[src/rtl/core/jse_pkg.sv]
// Shared types and constants for the Julia set escape-time engine.
// No dependencies; every other file in rtl/core refers to it by scoped names.
package jse_pkg;

    // Fixed field widths of the channels and the configuration port
    localparam int DATA_W    = 32;
    localparam int PIXEL_W   = 10;
    localparam int OUT_W     = 8;
    localparam int CFG_IDX_W = 3;

    // Parameter defaults
    localparam int FRAC_BITS_DEF  = 28;
    localparam int COORD_BITS_DEF = 10;
    localparam int COUNT_BITS_DEF = 8;

    // Configuration register indexes
    localparam logic [CFG_IDX_W-1:0] REG_CONST_REAL  = 3'd0;
    localparam logic [CFG_IDX_W-1:0] REG_CONST_IMAG  = 3'd1;
    localparam logic [CFG_IDX_W-1:0] REG_ORIGIN_REAL = 3'd2;
    localparam logic [CFG_IDX_W-1:0] REG_ORIGIN_IMAG = 3'd3;
    localparam logic [CFG_IDX_W-1:0] REG_STEP_REAL   = 3'd4;
    localparam logic [CFG_IDX_W-1:0] REG_STEP_IMAG   = 3'd5;
    localparam logic [CFG_IDX_W-1:0] REG_MAX_ITER    = 3'd6;
    localparam logic [CFG_IDX_W-1:0] REG_SHADE_GAIN  = 3'd7;

    // Configuration reset values
    localparam logic signed [DATA_W-1:0] RST_CONST_REAL  = -32'sd26843546;
    localparam logic signed [DATA_W-1:0] RST_CONST_IMAG  = 32'sd214748365;
    localparam logic signed [DATA_W-1:0] RST_ORIGIN_REAL = -32'sd536870912;
    localparam logic signed [DATA_W-1:0] RST_ORIGIN_IMAG = 32'sd536870912;
    localparam logic signed [DATA_W-1:0] RST_STEP_REAL   = 32'sd1677722;
    localparam logic signed [DATA_W-1:0] RST_STEP_IMAG   = 32'sd2236962;
    localparam logic [OUT_W-1:0]         RST_MAX_ITER    = 8'd255;
    localparam logic [OUT_W-1:0]         RST_SHADE_GAIN  = 8'd6;

    // Datapath commands issued by the controller
    typedef enum logic [3:0] {
        OP_NONE    = 4'd0,
        OP_LOAD    = 4'd1,  // capture pixel coordinates, clear count
        OP_MUL_X   = 4'd2,  // product x * step_real
        OP_START_R = 4'd3,  // set z real, product y * step_imag
        OP_START_I = 4'd4,  // set z imag
        OP_SQ_R    = 4'd5,  // product zr * zr
        OP_SQ_I    = 4'd6,  // product zi * zi
        OP_CROSS   = 4'd7,  // product zr * zi, magnitude test
        OP_STEP    = 4'd8,  // z = z*z + c, count up
        OP_EMIT    = 4'd9   // load result word
    } t_dp_op;

endpackage

[src/rtl/core/jse_pix_if.sv]
// Pixel coordinate channel: valid/ready handshake with one coordinate pair.
// Depends on jse_pkg for the field width.
interface jse_pix_if;
    logic                         valid;
    logic                         ready;
    logic [jse_pkg::PIXEL_W-1:0]  pixel_x;
    logic [jse_pkg::PIXEL_W-1:0]  pixel_y;

    modport source (output valid, output pixel_x, output pixel_y, input ready);
    modport sink   (input valid, input pixel_x, input pixel_y, output ready);
endinterface

[src/rtl/core/jse_res_if.sv]
// Result channel: valid/ready handshake with shade, count and escape flag.
// Depends on jse_pkg for the field widths.
interface jse_res_if;
    logic                       valid;
    logic                       ready;
    logic [jse_pkg::OUT_W-1:0]  shade;
    logic [jse_pkg::OUT_W-1:0]  iteration_count;
    logic                       escaped;

    modport source (output valid, output shade, output iteration_count, output escaped,
                    input ready);
    modport sink   (input valid, input shade, input iteration_count, input escaped,
                    output ready);
endinterface

[src/rtl/core/jse_ctrl.sv]
// Sequencer for the escape-time engine: walks setup, iteration and result states.
// Depends on jse_pkg for the datapath command type.
module jse_ctrl (
    input  logic             i_clk,
    input  logic             i_rst_n,
    input  logic             i_in_valid,
    output logic             o_in_ready,
    input  logic             i_out_ready,
    output logic             o_out_valid,
    input  logic             i_stop,
    output jse_pkg::t_dp_op  o_op
);

    typedef enum logic [8:0] {
        S_IDLE    = 9'b000000001,
        S_MUL_X   = 9'b000000010,
        S_START_R = 9'b000000100,
        S_START_I = 9'b000001000,
        S_SQ_R    = 9'b000010000,
        S_SQ_I    = 9'b000100000,
        S_CROSS   = 9'b001000000,
        S_EVAL    = 9'b010000000,
        S_DONE    = 9'b100000000
    } t_state;

    t_state r_state, n_state;
    logic   r_out_valid, n_out_valid;
    logic   w_out_free;

    assign w_out_free  = !r_out_valid || i_out_ready;
    assign o_in_ready  = (r_state == S_IDLE);
    assign o_out_valid = r_out_valid;

    // Next state and command
    always_comb begin
        n_state = r_state;
        o_op    = jse_pkg::OP_NONE;
        unique case (r_state)
            S_IDLE: begin
                if (i_in_valid) begin
                    o_op    = jse_pkg::OP_LOAD;
                    n_state = S_MUL_X;
                end
            end
            S_MUL_X: begin
                o_op    = jse_pkg::OP_MUL_X;
                n_state = S_START_R;
            end
            S_START_R: begin
                o_op    = jse_pkg::OP_START_R;
                n_state = S_START_I;
            end
            S_START_I: begin
                o_op    = jse_pkg::OP_START_I;
                n_state = S_SQ_R;
            end
            S_SQ_R: begin
                o_op    = jse_pkg::OP_SQ_R;
                n_state = S_SQ_I;
            end
            S_SQ_I: begin
                o_op    = jse_pkg::OP_SQ_I;
                n_state = S_CROSS;
            end
            S_CROSS: begin
                o_op    = jse_pkg::OP_CROSS;
                n_state = S_EVAL;
            end
            S_EVAL: begin
                if (i_stop) begin
                    n_state = S_DONE;
                end else begin
                    o_op    = jse_pkg::OP_STEP;
                    n_state = S_SQ_R;
                end
            end
            S_DONE: begin
                // hold until the output register can take the word
                if (w_out_free) begin
                    o_op    = jse_pkg::OP_EMIT;
                    n_state = S_IDLE;
                end
            end
            default: begin
                n_state = S_IDLE;
            end
        endcase
    end

    // Output valid: set on emit, drop when the word is taken
    always_comb begin
        n_out_valid = r_out_valid;
        if (i_out_ready) begin
            n_out_valid = 1'b0;
        end
        if (o_op == jse_pkg::OP_EMIT) begin
            n_out_valid = 1'b1;
        end
    end

    always_ff @(posedge i_clk) begin
        if (!i_rst_n) begin
            r_state     <= S_IDLE;
            r_out_valid <= 1'b0;
        end else begin
            r_state     <= n_state;
            r_out_valid <= n_out_valid;
        end
    end

endmodule

[src/rtl/core/jse_dp.sv]
// Datapath of the escape-time engine: configuration registers, one shared
// 32x32 signed multiplier, z registers, counter and result word. Uses jse_pkg.
module jse_dp #(
    parameter int FRAC_BITS  = jse_pkg::FRAC_BITS_DEF,
    parameter int COORD_BITS = jse_pkg::COORD_BITS_DEF,
    parameter int COUNT_BITS = jse_pkg::COUNT_BITS_DEF
) (
    input  logic                              i_clk,
    input  logic                              i_rst_n,
    input  logic                              i_cfg_we,
    input  logic [jse_pkg::CFG_IDX_W-1:0]     i_cfg_index,
    input  logic [jse_pkg::DATA_W-1:0]        i_cfg_data,
    input  jse_pkg::t_dp_op                   i_op,
    input  logic [jse_pkg::PIXEL_W-1:0]       i_pixel_x,
    input  logic [jse_pkg::PIXEL_W-1:0]       i_pixel_y,
    output logic                              o_stop,
    output logic [jse_pkg::OUT_W-1:0]         o_shade,
    output logic [jse_pkg::OUT_W-1:0]         o_iteration_count,
    output logic                              o_escaped
);

    localparam int DW    = jse_pkg::DATA_W;
    localparam int PW    = 2 * DW;
    localparam int SW    = PW + 2;
    localparam int LIM_W = (COUNT_BITS > jse_pkg::OUT_W) ? COUNT_BITS : jse_pkg::OUT_W;
    localparam int GP_W  = COUNT_BITS + jse_pkg::OUT_W;

    localparam logic signed [SW-1:0] SAT_HI = SW'(64'sh000000007FFFFFFF);
    localparam logic signed [SW-1:0] SAT_LO = SW'(-64'sh0000000080000000);
    localparam logic [PW-1:0]        MAG_LIM = 64'd4 << (2 * FRAC_BITS);
    localparam logic [LIM_W-1:0]     CNT_MAX = LIM_W'((1 << COUNT_BITS) - 1);
    localparam logic [GP_W-1:0]      SHADE_MAX = GP_W'(255);

    // Clamp a wide signed value to the 32-bit range
    function automatic logic signed [DW-1:0] sat32(input logic signed [SW-1:0] v);
        logic signed [DW-1:0] res;
        if (v > SAT_HI) begin
            res = SAT_HI[DW-1:0];
        end else if (v < SAT_LO) begin
            res = SAT_LO[DW-1:0];
        end else begin
            res = v[DW-1:0];
        end
        return res;
    endfunction

    // Configuration registers
    logic signed [DW-1:0]            r_const_real, r_const_imag;
    logic signed [DW-1:0]            r_origin_real, r_origin_imag;
    logic signed [DW-1:0]            r_step_real, r_step_imag;
    logic [jse_pkg::OUT_W-1:0]       r_max_iter, r_gain;

    // Working registers
    logic [COORD_BITS-1:0]           r_x, r_y;
    logic signed [DW-1:0]            r_zr, r_zi;
    logic signed [PW-1:0]            r_prod, r_rr, r_ii;
    logic                            r_outside;
    logic [COUNT_BITS-1:0]           r_count;
    logic [jse_pkg::OUT_W-1:0]       r_shade, r_iter_out;
    logic                            r_escaped;

    logic signed [DW-1:0]            w_mul_a, w_mul_b;
    logic signed [PW-1:0]            w_prod;
    logic signed [SW-1:0]            w_start_r, w_start_i, w_diff, w_re, w_im;
    logic [PW-1:0]                   w_mag;
    logic [LIM_W-1:0]                w_max_ext, w_lim_wide;
    logic [COUNT_BITS-1:0]           w_limit;
    logic                            w_below;
    logic [GP_W-1:0]                 w_gain_prod;

    // Write configuration registers
    always_ff @(posedge i_clk) begin
        if (!i_rst_n) begin
            r_const_real  <= jse_pkg::RST_CONST_REAL;
            r_const_imag  <= jse_pkg::RST_CONST_IMAG;
            r_origin_real <= jse_pkg::RST_ORIGIN_REAL;
            r_origin_imag <= jse_pkg::RST_ORIGIN_IMAG;
            r_step_real   <= jse_pkg::RST_STEP_REAL;
            r_step_imag   <= jse_pkg::RST_STEP_IMAG;
            r_max_iter    <= jse_pkg::RST_MAX_ITER;
            r_gain        <= jse_pkg::RST_SHADE_GAIN;
        end else if (i_cfg_we) begin
            unique case (i_cfg_index)
                jse_pkg::REG_CONST_REAL:  r_const_real  <= $signed(i_cfg_data);
                jse_pkg::REG_CONST_IMAG:  r_const_imag  <= $signed(i_cfg_data);
                jse_pkg::REG_ORIGIN_REAL: r_origin_real <= $signed(i_cfg_data);
                jse_pkg::REG_ORIGIN_IMAG: r_origin_imag <= $signed(i_cfg_data);
                jse_pkg::REG_STEP_REAL:   r_step_real   <= $signed(i_cfg_data);
                jse_pkg::REG_STEP_IMAG:   r_step_imag   <= $signed(i_cfg_data);
                jse_pkg::REG_MAX_ITER:    r_max_iter    <= i_cfg_data[jse_pkg::OUT_W-1:0];
                jse_pkg::REG_SHADE_GAIN:  r_gain        <= i_cfg_data[jse_pkg::OUT_W-1:0];
                default: begin
                end
            endcase
        end
    end

    // Select multiplier operands
    always_comb begin
        w_mul_a = '0;
        w_mul_b = '0;
        unique case (i_op)
            jse_pkg::OP_MUL_X: begin
                w_mul_a = $signed(DW'(r_x));
                w_mul_b = r_step_real;
            end
            jse_pkg::OP_START_R: begin
                w_mul_a = $signed(DW'(r_y));
                w_mul_b = r_step_imag;
            end
            jse_pkg::OP_SQ_R: begin
                w_mul_a = r_zr;
                w_mul_b = r_zr;
            end
            jse_pkg::OP_SQ_I: begin
                w_mul_a = r_zi;
                w_mul_b = r_zi;
            end
            jse_pkg::OP_CROSS: begin
                w_mul_a = r_zr;
                w_mul_b = r_zi;
            end
            default: begin
            end
        endcase
    end

    assign w_prod = w_mul_a * w_mul_b;

    // Start point, step and magnitude arithmetic
    assign w_start_r = SW'(r_origin_real) + SW'(r_prod);
    assign w_start_i = SW'(r_origin_imag) - SW'(r_prod);
    assign w_diff    = SW'(r_rr) - SW'(r_ii);
    assign w_re      = (w_diff >>> FRAC_BITS) + SW'(r_const_real);
    assign w_im      = (SW'(r_prod) >>> (FRAC_BITS - 1)) + SW'(r_const_imag);
    assign w_mag     = $unsigned(r_rr) + $unsigned(r_ii);

    // Limit clamped to the counter range
    assign w_max_ext  = LIM_W'(r_max_iter);
    assign w_lim_wide = (w_max_ext > CNT_MAX) ? CNT_MAX : w_max_ext;
    assign w_limit    = w_lim_wide[COUNT_BITS-1:0];
    assign w_below    = (r_count < w_limit);
    assign o_stop     = !w_below || r_outside;

    assign w_gain_prod = GP_W'(r_gain) * GP_W'(r_count);

    // Advance the working registers
    always_ff @(posedge i_clk) begin
        if (!i_rst_n) begin
            r_zr    <= '0;
            r_zi    <= '0;
            r_count <= '0;
        end else begin
            unique case (i_op)
                jse_pkg::OP_LOAD: begin
                    r_x     <= COORD_BITS'(i_pixel_x);
                    r_y     <= COORD_BITS'(i_pixel_y);
                    r_count <= '0;
                end
                jse_pkg::OP_MUL_X: begin
                    r_prod <= w_prod;
                end
                jse_pkg::OP_START_R: begin
                    r_zr   <= sat32(w_start_r);
                    r_prod <= w_prod;
                end
                jse_pkg::OP_START_I: begin
                    r_zi <= sat32(w_start_i);
                end
                jse_pkg::OP_SQ_R: begin
                    r_rr <= w_prod;
                end
                jse_pkg::OP_SQ_I: begin
                    r_ii <= w_prod;
                end
                jse_pkg::OP_CROSS: begin
                    r_prod    <= w_prod;
                    r_outside <= (w_mag > MAG_LIM);
                end
                jse_pkg::OP_STEP: begin
                    r_zr    <= sat32(w_re);
                    r_zi    <= sat32(w_im);
                    r_count <= r_count + 1'b1;
                end
                jse_pkg::OP_EMIT: begin
                    r_escaped  <= w_below;
                    r_iter_out <= jse_pkg::OUT_W'(r_count);
                    if (!w_below) begin
                        r_shade <= '0;
                    end else if (w_gain_prod > SHADE_MAX) begin
                        r_shade <= '1;
                    end else begin
                        r_shade <= w_gain_prod[jse_pkg::OUT_W-1:0];
                    end
                end
                default: begin
                end
            endcase
        end
    end

    assign o_shade           = r_shade;
    assign o_iteration_count = r_iter_out;
    assign o_escaped         = r_escaped;

endmodule

[src/rtl/core/julia_set_escape_time.sv]
// Top level of the Julia set escape-time engine: controller plus datapath.
// Depends on jse_pkg, jse_pix_if, jse_res_if, jse_ctrl and jse_dp.
//
//   port       dir  word                                   handshake
//   i_pixel    in   pixel_x, pixel_y                       valid/ready
//   o_result   out  shade, iteration_count, escaped        valid/ready
//   i_cfg_*    in   index, 32-bit data                     write enable, no wait
//
// Each iteration feeds three products (zr*zr, zi*zi, zr*zi) through the single
// shared 32x32 multiplier and then updates z. One pixel is worked on at a time;
// the next is accepted as soon as the result word sits in the output register,
// even while that word is still stalled. Synchronous active-low reset restores the
// register defaults and leaves the engine idle.
module julia_set_escape_time #(
    parameter int FRAC_BITS  = jse_pkg::FRAC_BITS_DEF,
    parameter int COORD_BITS = jse_pkg::COORD_BITS_DEF,
    parameter int COUNT_BITS = jse_pkg::COUNT_BITS_DEF
) (
    input  logic                           i_clk,
    input  logic                           i_rst_n,
    jse_pix_if.sink                        i_pixel,
    jse_res_if.source                      o_result,
    input  logic                           i_cfg_we,
    input  logic [jse_pkg::CFG_IDX_W-1:0]  i_cfg_index,
    input  logic [jse_pkg::DATA_W-1:0]     i_cfg_data
);

    jse_pkg::t_dp_op w_op;
    logic            w_stop;

    jse_ctrl u_ctrl (
        .i_clk       (i_clk),
        .i_rst_n     (i_rst_n),
        .i_in_valid  (i_pixel.valid),
        .o_in_ready  (i_pixel.ready),
        .i_out_ready (o_result.ready),
        .o_out_valid (o_result.valid),
        .i_stop      (w_stop),
        .o_op        (w_op)
    );

    jse_dp #(
        .FRAC_BITS  (FRAC_BITS),
        .COORD_BITS (COORD_BITS),
        .COUNT_BITS (COUNT_BITS)
    ) u_dp (
        .i_clk             (i_clk),
        .i_rst_n           (i_rst_n),
        .i_cfg_we          (i_cfg_we),
        .i_cfg_index       (i_cfg_index),
        .i_cfg_data        (i_cfg_data),
        .i_op              (w_op),
        .i_pixel_x         (i_pixel.pixel_x),
        .i_pixel_y         (i_pixel.pixel_y),
        .o_stop            (w_stop),
        .o_shade           (o_result.shade),
        .o_iteration_count (o_result.iteration_count),
        .o_escaped         (o_result.escaped)
    );

    // An emitted word shows up as valid in the next cycle
    a_emit_valid: assert property (@(posedge i_clk) disable iff (!i_rst_n)
        (w_op == jse_pkg::OP_EMIT) |=> o_result.valid)
        else $error("emitted word not presented on the result channel");

    // A taken pixel makes the engine busy
    a_busy_after_accept: assert property (@(posedge i_clk) disable iff (!i_rst_n)
        (i_pixel.valid && i_pixel.ready) |=> !i_pixel.ready)
        else $error("pixel channel still ready right after a pixel was taken");

    // Points flagged as not escaped are dark
    a_inside_dark: assert property (@(posedge i_clk) disable iff (!i_rst_n)
        (o_result.valid && !o_result.escaped) |-> (o_result.shade == '0))
        else $error("nonzero shade for a point that did not escape");

    // An escaped point stopped short of the limit, so its count stays below the counter top
    a_escape_count: assert property (@(posedge i_clk) disable iff (!i_rst_n)
        (o_result.valid && o_result.escaped) |-> (o_result.iteration_count != '1 ||
            COUNT_BITS > jse_pkg::OUT_W))
        else $error("escaped point reports the full counter range");

endmodule

[src/flat_wrapper.sv]
// flat-port wrapper written by rule: the top's interface ports become plain ports
module julia_set_escape_time_flat 
#(
    parameter int FRAC_BITS  = jse_pkg::FRAC_BITS_DEF,
    parameter int COORD_BITS = jse_pkg::COORD_BITS_DEF,
    parameter int COUNT_BITS = jse_pkg::COUNT_BITS_DEF
)
  (i_clk, i_rst_n, i_cfg_we, i_cfg_index, i_cfg_data, i_pixel_valid, i_pixel_pixel_x, i_pixel_pixel_y, i_pixel_ready, o_result_valid, o_result_shade, o_result_iteration_count, o_result_escaped, o_result_ready);
  jse_pix_if i_pixel_i ();
  jse_res_if o_result_i ();
  input  logic i_clk;
  input  logic i_rst_n;
  input  logic i_cfg_we;
  input  logic [jse_pkg::CFG_IDX_W-1:0] i_cfg_index;
  input  logic [jse_pkg::DATA_W-1:0] i_cfg_data;
  input wire logic [$bits(i_pixel_i.valid)-1:0] i_pixel_valid;
  input wire logic [$bits(i_pixel_i.pixel_x)-1:0] i_pixel_pixel_x;
  input wire logic [$bits(i_pixel_i.pixel_y)-1:0] i_pixel_pixel_y;
  output wire logic [$bits(i_pixel_i.ready)-1:0] i_pixel_ready;
  output wire logic [$bits(o_result_i.valid)-1:0] o_result_valid;
  output wire logic [$bits(o_result_i.shade)-1:0] o_result_shade;
  output wire logic [$bits(o_result_i.iteration_count)-1:0] o_result_iteration_count;
  output wire logic [$bits(o_result_i.escaped)-1:0] o_result_escaped;
  input wire logic [$bits(o_result_i.ready)-1:0] o_result_ready;
  assign i_pixel_i.valid = i_pixel_valid;
  assign i_pixel_i.pixel_x = i_pixel_pixel_x;
  assign i_pixel_i.pixel_y = i_pixel_pixel_y;
  assign i_pixel_ready = i_pixel_i.ready;
  assign o_result_valid = o_result_i.valid;
  assign o_result_shade = o_result_i.shade;
  assign o_result_iteration_count = o_result_i.iteration_count;
  assign o_result_escaped = o_result_i.escaped;
  assign o_result_i.ready = o_result_ready;
  julia_set_escape_time #(.FRAC_BITS(FRAC_BITS), .COORD_BITS(COORD_BITS), .COUNT_BITS(COUNT_BITS)) u_core (.i_clk(i_clk), .i_rst_n(i_rst_n), .i_pixel(i_pixel_i), .o_result(o_result_i), .i_cfg_we(i_cfg_we), .i_cfg_index(i_cfg_index), .i_cfg_data(i_cfg_data));
endmodule
[config.mk]
export PLATFORM = sky130hd
export DESIGN_NAME = julia_set_escape_time_flat
export DESIGN_NICKNAME = d
export VERILOG_FILES = /design/src/rtl/core/jse_pkg.sv /design/src/rtl/core/jse_pix_if.sv /design/src/rtl/core/jse_res_if.sv /design/src/rtl/core/jse_ctrl.sv /design/src/rtl/core/jse_dp.sv /design/src/rtl/core/julia_set_escape_time.sv /design/src/flat_wrapper.sv
export SDC_FILE = /design/constraint.sdc
export NUM_CORES = 2
export LEC_CHECK = 0
export BUFFER_PORTS_ARGS = -buffer_cell sky130_fd_sc_hd__buf_2
export CAP_MARGIN = 25
export CELL_PAD_IN_SITES_DETAIL_PLACEMENT = 2
export CELL_PAD_IN_SITES_GLOBAL_PLACEMENT = 2
export CORE_MARGIN = 3
export CORE_UTILIZATION = 30
export DETAILED_ROUTE_END_ITERATION = 8
export GPL_TIMING_DRIVEN = 0
export PLACE_DENSITY_LB_ADDON = 0.1
export SYNTH_ARGS = -nofsm -noshare
export SYNTH_HDL_FRONTEND = slang
export SYNTH_SLANG_ARGS = --single-unit
[constraint.sdc]
create_clock -name i_clk -period 21.2 [get_ports i_clk]
set_clock_uncertainty 0.15 [all_clocks]
set_input_delay 6.36 -clock i_clk [delete_from_list [all_inputs] [get_ports i_clk]]
set_output_delay 6.36 -clock i_clk [all_outputs]
set_load 0.1 [all_outputs]
==> summary.md <==
| Metric | Value |
|---|---|
| Synthesized instance count | 9,141 |
| Die Y | 512.0 um |
| Buf+Inv Stages, Crit Path | 10 |
| First-pass GRT wire length | 582,000 um |
| Finished Cell Area | 86,270 um^2 |
| Relative slew margins | -2.471% |
| Setup Crit Path Kind | in -> reg |
| Skew-Pair Late Insertion Delay | 0.71 ns |
| Startpoint types | input port |
| Antenna violations before repair | 38 |
| Number of synthesized register bits | 520 |
| Final Hold Viols | 0 |
| Tcrit/Tclk final | 97.66% |
| Sequential fraction of the synthesis area | 16.55% |
| Max Cap Viol | 0 |
| Ranking of synthesized cells by area | fa_1, ha_1, edfxtp_1 |
| Die ar. | 262,200 um^2 |
| Syn_nets | 10,880 |
| YS warnings | 0 |
| Unique masters post-synth | 110 |
| Gr usage total | 30.94% |
| DP Area | 83,610 um^2 |
| TritonCTS clock tree | yes |
| Row cnt | 185 |
| Leakage | 39.72 nW |
| Worst-path clk slew | 0.06 ns |
| Largest area contributor in the netlist | fa_1 |
| Layout cell share with drive strength beyond 1 | 5.156% |
| Most used cell along the critical path | fa_1 |
| Worst min-delay path class | reg -> reg |
| Post-synthesis cell area | 76,820 um^2 |
| Port buffer count | 67 |
| Synth cell count leaders | nand2_1, inv_1, fa_1, nor2_1, a21oi_1 |
| GP Congestion | 0.9517 |
| Max VDD drop | 0.00004683 V |
| Status | finished with violations |
| Syn-to-layout area delta | 12.31% |
| Drt via density | 5.503 |
| Power Dens Cells | 32.04 nW/um^2 |
| Max Clock Freq | 48.30 MHz |
| Post-DP HPWL | 351,300 um |
| Worst EP required | 21.47 ns |
| Via count | 70,820 |
| Core Box Area | 254,400 um^2 |
| Initial core utilization | 30.20% |
| Final number of setup-violating endpoints | 0 |
| Share of the synthesized area in the top cell type | 29.27% |
| Worst path arrival time | 20.97 ns |
| Htree depth | 3 |
| Ys async rst share | 0% |
| Post-synth top flop | dfxtp_1 |
| RSZ-0062 raised after global routing | no |
| Clock Tree Buf Depth | 3 |
| Critical Path End Type | flip-flop |
| CP Max Fanout | 10 |
| CP peak stage delay | 0.84 ns |
| Syn_area_per_cell | 8.404 um^2 |
| Pin count of the biggest net entering global routing | 35 |
| Layout Nets | 11,170 |
| DRT iter0 DRCs | 5,562 |
| Most common cell in the netlist | nand2_1 |
| Slowest cell on crit path | clkdlybuf4s15_1 |
| Clock Sinks | 520 |
| Routed wire per std cell | 31.97 um |
| Vias in the first global route | 76,970 |
| Postcts setup bufs | 0 |
| CTS buffer count | 69 |
| 1st-pass router iterations | 6 |
| Failing checks | slew limit |
| DRC errors left | 0 |
| Final min period | 20.70 ns |
| Hold slack | 0.3249 ns |
| DRT Wirelength | 411,400 um |
| Post-synth EDFFs | 230 |
| Gr ovfl total | 0 |
| Crit path max-delay family | compound AO/OA/AOI/OAI gates |
| # IOs | 79 |
| Reg-to-reg slack, setup | 3.89 ns |
| DIE WIDTH | 512.0 um |
| Final Slew Violations | 4 |
| Final ANT Viol Nets | 0 |
| Root buffer cell | clkbuf_16 |
| Tightest Pin Transition | 1.537 ns |
## cells in the final DEF (no fill, tap or decap), drive strengths merged, types with 51 or more instances in the layout
cell type,count
nand2,1441
inv,1345
fa,1123
nor2,779
a21oi,585
ha,557
clkbuf,479
o21ai,315
dfxtp,290
buf,257
edfxtp,230
a21o,188
xnor2,185
a21boi,167
nand3,150
nand4,101
nor3,99
o21bai,97
xor2,89
and2,74
nand2b,63
nor4,58
a31oi,57
nor2b,56
o21a,53
and3,51
## worst min-delay path, delay by kind of cell, from the launching register on
| kind | cells | cell delay, ns |
|---|---|---|
| flops | 1 | 0.31 |
| simple gates | 1 | 0.05 |
| compound gates | 1 | 0.07 |
## layout make-up
class	count	area, um^2
inverters	1337	5019
fillers	28740	168100
clock inverters	49	651.9
well taps	3366	4212
repair buffers	216	2387
plain buffers	442	1737
multi-input cells	6842	57660
flip-flops and latches	520	12710
clock buffers	79	1849
diodes	19	47.55
## metrics by stage
step           utilization [%]  total power [mW]  cells  setup TNS (ns)  worst slack (ns)
2_1_floorplan                -             1.278   9141               0             4.736
3_3_place_gp             31.98             1.428  12570         -205.72            -4.066
3_5_place_dp             32.87             1.444  12720          -1.004           -0.2004
4_1_cts                  33.85             2.788  12840               0            0.5217
5_1_grt                  33.90             2.853  12850               0            0.1618
6_report                 33.91             2.764  12870               0            0.4966
## sequential cells by signal, indices dropped and copies added (netlist names), 9 cells and up
signal	flops
u_core.u_dp.r_rr	64
u_core.u_dp.r_x	10
u_core.u_dp.r_origin_real	32
u_core.u_dp.r_const_imag	32
u_core.u_dp.r_origin_imag	32
u_core.u_dp.r_step_real	32
u_core.u_ctrl.r_state	9
u_core.u_dp.r_y	10
u_core.u_dp.r_const_real	32
u_core.u_dp.r_step_imag	32
u_core.u_dp.r_ii	64
u_core.u_dp.r_prod	64
u_core.u_dp.r_zr	32
u_core.u_dp.r_zi	32
## per-layer routing
layer	up-vias	part of all wire (%)	GRT usage, %	wire (um)
li1	30510	-	-	-
met1	37710	44	41.18	179900
met2	1987	46	50.60	189700
met3	599	4.9	3.453	20210
met4	10	5.2	13.70	21490
met5	-	0.020	0	81
## cell families (layout without fill, tap and decap cells)
family	after synthesis	in the layout	synth area share (%)
XOR/XNOR	274	274	3.124
multiplexers	20	20	0.2687
AO/OA/AOI/OAI	1842	1842	15.56
adder cells (fa/ha/maj)	1680	1680	38.34
other	0	19	0
flip-flops	520	520	16.55
buffers and inverters	1779	2123	8.782
AND/OR/NAND/NOR	3026	3026	17.38
## final timing paths
kind                                                         startpoint                                       to  depth (start not counted)
worst min-delay path            u_core.u_dp.r_step_imag[8]$_SDFFE_PN0P_  u_core.u_dp.r_step_imag[8]$_SDFFE_PN0P_                          2
worst min register to register  u_core.u_dp.r_step_imag[8]$_SDFFE_PN0P_  u_core.u_dp.r_step_imag[8]$_SDFFE_PN0P_                          2
worst max-delay path                                     o_result_ready           u_core.u_dp.r_rr[63]$_DFFE_PP_                         39
worst max register to register    u_core.u_ctrl.r_state[4]$_SDFFE_PN0P_           u_core.u_dp.r_rr[63]$_DFFE_PP_                         41
## report_power, final
| part | internal (mW) | switching [mW] | leakage (nW) |
|---|---|---|---|
| sequential | 1.05 | 0.0120 | 4.58 |
| combinational | 0.104 | 0.261 | 33.9 |
| clock | 0.766 | 0.569 | 1.22 |
| total | 1.92 | 0.842 | 39.7 |
## timing repair
item / CTS / global route
gates resized for setup: 0 / 3
setup endpoints to repair: 0 / 6
hold buffers: 0 / 0
Note: power is estimated with default switching activity, not from simulation.
